[config.mk]
export PLATFORM = sky130hd
export DESIGN_NAME = rlim_cfg
export DESIGN_NICKNAME = d
export VERILOG_FILES = /design/src/rtl/rlim_pkg.sv /design/src/rtl/rlim_cfg.sv
export SDC_FILE = /design/constraint.sdc
export NUM_CORES = 1
export LEC_CHECK = 0
export ABC_AREA = 1
export BUFFER_PORTS_ARGS = -buffer_cell sky130_fd_sc_hd__buf_4
export CAP_MARGIN = 20
export CELL_PAD_IN_SITES_DETAIL_PLACEMENT = 0
export CELL_PAD_IN_SITES_GLOBAL_PLACEMENT = 1
export CORE_MARGIN = 3
export CORE_UTILIZATION = 28
export DETAILED_ROUTE_END_ITERATION = 8
export GPL_ROUTABILITY_DRIVEN = 1
export PLACE_DENSITY = 0.92
export SYNTH_ARGS = -nofsm -noshare
export SYNTH_HDL_FRONTEND = slang
export SYNTH_SLANG_ARGS = --single-unit
[constraint.sdc]
create_clock -name i_clk -period 1.1 [get_ports i_clk]
set_input_delay 0.11 -clock i_clk [delete_from_list [all_inputs] [get_ports i_clk]]
set_output_delay 0.11 -clock i_clk [all_outputs]
set_load 0.01 [all_outputs]
[src/rtl/rlim_pkg.sv]
// Shared constants and types of the per-user sliding-window rate limiter.
`timescale 1ns / 1ps
`default_nettype none
package rlim_pkg;

    localparam int NUM_USERS = 256;
    localparam int MAX_SLOTS = 16;

    localparam int USER_W    = 8;
    localparam int STAMP_W   = 32;
    localparam int WIN_W     = 31;
    localparam int LIM_W     = 5;
    localparam int CNT_OUT_W = 5;
    localparam int ROW_W     = (NUM_USERS > 1) ? $clog2(NUM_USERS) : 1;
    localparam int CNT_W     = ($clog2(MAX_SLOTS + 1) > CNT_OUT_W) ?
                               $clog2(MAX_SLOTS + 1) : CNT_OUT_W;

    localparam int CFG_ADDR_W = 4;
    localparam int CFG_DATA_W = 32;

    typedef logic [MAX_SLOTS-1:0][STAMP_W-1:0] t_stamp_row;

    typedef struct packed {
        logic             limit_enable;
        logic [LIM_W-1:0] max_per_window;
        logic [WIN_W-1:0] window_ms;
    } t_cfg;

    typedef struct packed {
        logic             en;
        logic [ROW_W-1:0] addr;
    } t_rd_req;

    typedef struct packed {
        logic                 en;
        logic [ROW_W-1:0]     addr;
        t_stamp_row           stamps;
        logic [MAX_SLOTS-1:0] valid;
    } t_wr_req;

endpackage
`default_nettype wire

[src/rtl/rlim_cfg.sv]
// APB configuration registers of the rate limiter.
`timescale 1ns / 1ps
`default_nettype none
module rlim_cfg (
    input  wire logic                               i_clk,
    input  wire logic                               i_rst_n,
    input  wire logic                               psel,
    input  wire logic                               penable,
    input  wire logic                               pwrite,
    input  wire logic [rlim_pkg::CFG_ADDR_W-1:0]    paddr,
    input  wire logic [rlim_pkg::CFG_DATA_W-1:0]    pwdata,
    output logic      [rlim_pkg::CFG_DATA_W-1:0]    prdata,
    output logic                                    pready,
    output rlim_pkg::t_cfg                          o_cfg
);
    import rlim_pkg::*;

    localparam logic [1:0] REG_LIMIT_ENABLE   = 2'd0;
    localparam logic [1:0] REG_MAX_PER_WINDOW = 2'd1;
    localparam logic [1:0] REG_WINDOW_MS      = 2'd2;

    t_cfg       r_cfg;
    logic       wr_hit;
    logic [1:0] reg_idx;

    assign pready  = 1'b1;
    assign reg_idx = paddr[3:2];
    assign wr_hit  = psel & penable & pwrite & pready;

    always_ff @(posedge i_clk) begin
        if (!i_rst_n) begin
            r_cfg.limit_enable   <= 1'b1;
            r_cfg.max_per_window <= LIM_W'(10);
            r_cfg.window_ms      <= WIN_W'(60000);
        end else if (wr_hit) begin
            unique case (reg_idx)
                REG_LIMIT_ENABLE:   r_cfg.limit_enable   <= pwdata[0];
                REG_MAX_PER_WINDOW: r_cfg.max_per_window <= pwdata[LIM_W-1:0];
                REG_WINDOW_MS:      r_cfg.window_ms      <= pwdata[WIN_W-1:0];
                default: ;
            endcase
        end
    end

    always_comb begin
        unique case (reg_idx)
            REG_LIMIT_ENABLE:   prdata = CFG_DATA_W'(r_cfg.limit_enable);
            REG_MAX_PER_WINDOW: prdata = CFG_DATA_W'(r_cfg.max_per_window);
            REG_WINDOW_MS:      prdata = CFG_DATA_W'(r_cfg.window_ms);
            default:            prdata = '0;
        endcase
    end

    assign o_cfg = r_cfg;

endmodule
`default_nettype wire

Word level (Yosys, flattened, before mapping)
Index checks and enable logic that the tools add are counted.

Register bits after elaboration: 37. Input port bits: 41. Word-level logic and storage cells: 12.

Eq/ne operators: 2. Muxes and demuxes: 1. Bitwise gates (word level): 2. Reduce and logical (&&, ||, !) cells: 4.

Operators with widths (count): 31-bit one-hot mux with 3 select lines (1); 2-bit AND reduction (3); 1-bit bitwise AND (2); 2-bit by 1-bit equality test with 1-bit output (second input constant) (1); 2-bit equality test (second input constant) (1); 2-bit logical NOT (1).

Depth between registers and ports, before layout
Depth after elaboration: 3. Mapped depth: 6.

Worst setup path before layout
Ideal clock, no wire load.

Path kind: in2reg. From: input port psel. To: register r_cfg (netlist bit o_cfg[32]). Arrival: 0.704 ns. Data required time: 0.970 ns. Setup slack: 0.266 ns. Cell stages on the path: 6. Buffers on the path: 1. Cells stage by stage: nand2_1 nor2_1 buf_2 nand2_1 nand2_1 nand3_1.

Word-level cells in the longest chain between the ends: 3.

RTL lines: start, declared (line rlim_cfg.sv:7) `input wire logic psel,`; 1-bit bitwise AND (2 in series) (line rlim_cfg.sv:28) `assign wr_hit = psel & penable & pwrite & pready;`; 2-bit AND reduction (no line); end, declared (line rlim_cfg.sv:22) `t_cfg r_cfg;`.

No other way between the ends. A chain may end at the register's enable or synchronous reset.

Worst setup path after layout
From: register r_cfg (netlist bit o_cfg[16]). To: output port prdata[16] (netlist name).

Word-level cells in the longest chain between the ends: 1.

RTL lines: 31-bit one-hot mux with 3 select lines (line rlim_cfg.sv:46) `unique case (reg_idx)`; end, declared (line rlim_cfg.sv:12) `output logic [rlim_pkg::CFG_DATA_W-1:0] prdata,`.

No other way between the ends.

==> results.json <==
{
  "clk_latency_ns": 0.28,
  "rows": 29,
  "via_count": 2010,
  "cts_hold_buf": 0,
  "grtUsageTotal_pct": 13.13,
  "final-seq-area_sq_um": 749.5,
  "cts-root-buf": "clkbuf_8",
  "grt_antenna_before_repair": 0,
  "syn_nets": 343,
  "p_sw_w": 0.0007034,
  "grt_pass1_wl_um": 7969,
  "worst_path_dominant_cell_family": "flip-flops",
  "p_clk_share_pct": 32.4,
  "p_leak_nw": 1.529,
  "crit_fanout": 3,
  "fillers": 696,
  "cts_resized": 0,
  "crit_buf_inv": 2,
  "arrival_ns": 0.92,
  "firstDrtPassIters": 4,
  "initial_core_util_pct": 29.13,
  "routed_via_density": 4.153,
  "fin_area_sq_um": 2828,
  "core_area_sq_um": 6386,
  "p_comb_share_pct": 16.9,
  "wl_per_cell_um": 10.71,
  "globalRoute.totalOverflow": 0,
  "dieHeight_um": 87.52,
  "synth.distinct_cells": 16,
  "layoutNonFillerInstCount": 484,
  "finClkSkew_ns": 0,
  "netlist_instances": 302,
  "syn_area_sq_um": 1861,
  "cts_tree": "built",
  "endpoint_kind": "output port",
  "report.final.setup_viol": 0,
  "postLayoutCoreUtil_pct": 44.28,
  "crit_path_cell_trace": "inv_1 > nor2_1 > buf_4",
  "drt_wl_total_um": 5184,
  "peakVddDrop_v": 0.0005707,
  "dp.cells": 476,
  "hp-class": "in -> reg",
  "final_nets": 447,
  "critPathKind": "reg -> out",
  "clock_sinks": 37,
  "grt_pass1_vias": 1712,
  "dieArea_sq_um": 7659,
  "fin_crit_ns": 1.026,
  "finalCritPeriodShare_pct": 93.31,
  "power_density_nw_per_um2": 971.2,
  "max_cap_viol_count": 0,
  "outcome": "complete, no violations",
  "setup.worst_path.start_class": "flip-flop",
  "gp_congestion": 0.7555,
  "place.detailed.hpwl_um": 3928,
  "die_x_um": 87.52,
  "max_stage_delay_ns": 0.37,
  "synth_area_per_cell_sq_um": 6.161,
  "p_int_w": 0.002043,
  "ios": 111,
  "cts.htree.levels": 2,
  "cts_max_path_buffers": 2,
  "finalHoldViolCount": 0,
  "ys_ff_latch": 37,
  "cp_slowest_cell": "dfxtp_1",
  "fmaxAchievable_mhz": 974.3,
  "ys.warnings.count": 0,
  "post_cts.repair.setup_buffers": 0,
  "drt_drc_violations_left": 0,
  "grt_max_degree": 38,
  "swShare_pct": 25.61,
  "antenna_cells": 0,
  "rsz0062_at_grt": "no",
  "multi_input_area_sq_um": 807.0,
  "placed_cell_area_sq_um": 2736,
  "cts_made_buffers": 5,
  "drtIter0Drc": 62,
  "largest_reg_flops": 37,
  "slew_viol_final": 0,
  "drive_above_1_share_pct": 33.42,
  "tns_ns": 0,
  "syn_to_final_growth_pct": 51.98,
  "seqPwrFrac_pct": 50.7,
  "finalPower_w": 0.002746,
  "yosysSeqAreaShare_pct": 39.81,
  "required_ns": 0.99,
  "io_buffer_count": 105,
  "drtAntennaViolNets": 0,
  "path_clk_slew_ns": 0.07
}
worst register-to-register path: cells and delay by family, from the launching register on:
family           cells  cell delay, ns
flip-flops           1            0.37
AND/OR/NAND/NOR      2            0.17
metal layers:
metal	part of all wire (%)	up-vias	wire length (um)	track usage (%)
met5	0	-	0	0
met4	0.85	0	44	3.766
met3	9.0	5	464	4.352
met2	47	59	2439	21.78
met1	43	864	2235	16.20
li1	-	1082	-	-
cells in the final DEF (no fill, tap or decap), drive strengths merged:
cell / netlist / final
buf: 16 / 114
clkbuf: 1 / 6
clkinv: 0 / 2
conb: 2 / 2
dfxtp: 37 / 37
inv: 53 / 53
nand2: 67 / 67
nand3: 40 / 40
nor2: 86 / 86
cell usage after synthesis, drive strengths merged:
cell	number	area share (%)
clkbuf	1	0.20
conb	2	0.40
dfxtp	37	40
nand3	40	11
inv	53	11
buf	16	6.1
nor2	86	18
nand2	67	14
metrics by stage:
stage          setup WS [ns]  hold slack (ns)
6_report             0.07364          0.03910
5_1_grt             0.003072          0.03112
4_1_cts              0.04399          0.02929
3_5_place_dp         0.05663           0.3284
3_3_place_gp         0.07970           0.3221
2_1_floorplan         0.2665           0.2361
worst paths after layout:
kind | from | endpoint | slack, ns | cells after the start
max reg2reg | o_cfg[16] | o_cfg[16] | 0.50 | 2
min | pwdata[15] | o_cfg[15] | 0.04 | 3
max | o_cfg[16] | prdata[16] | 0.07 | 3
min reg2reg | o_cfg[13] | o_cfg[13] | 0.47 | 2
kinds of logic after synthesis:
logic type / Yosys count / synth area share [%]
simple gates: 193 / 42.84
other cells: 2 / 0.4036
flops: 37 / 39.81
buf+inv: 70 / 16.95
final cells by class:
cell class                 instances  area share, %
timing repair buffer             114          31.59
clock inverter                     2         0.3540
multi-input combinational        195          28.54
clock buffer                       6          2.566
tap                               77          3.407
sequential                        37          26.50
inverter                          53          7.035
power by group through the flow:
stage          logic [W]  clock network (W)  registers [W]
4_1_cts         0.000473           0.000934        0.00139
6_report        0.000465           0.000890        0.00139
2_1_floorplan   0.000213                  0        0.00143
5_1_grt         0.000517            0.00101        0.00140
3_5_place_dp    0.000472                  0        0.00142
3_3_place_gp    0.000467                  0        0.00142
Power figures use the tool's default switching activity.
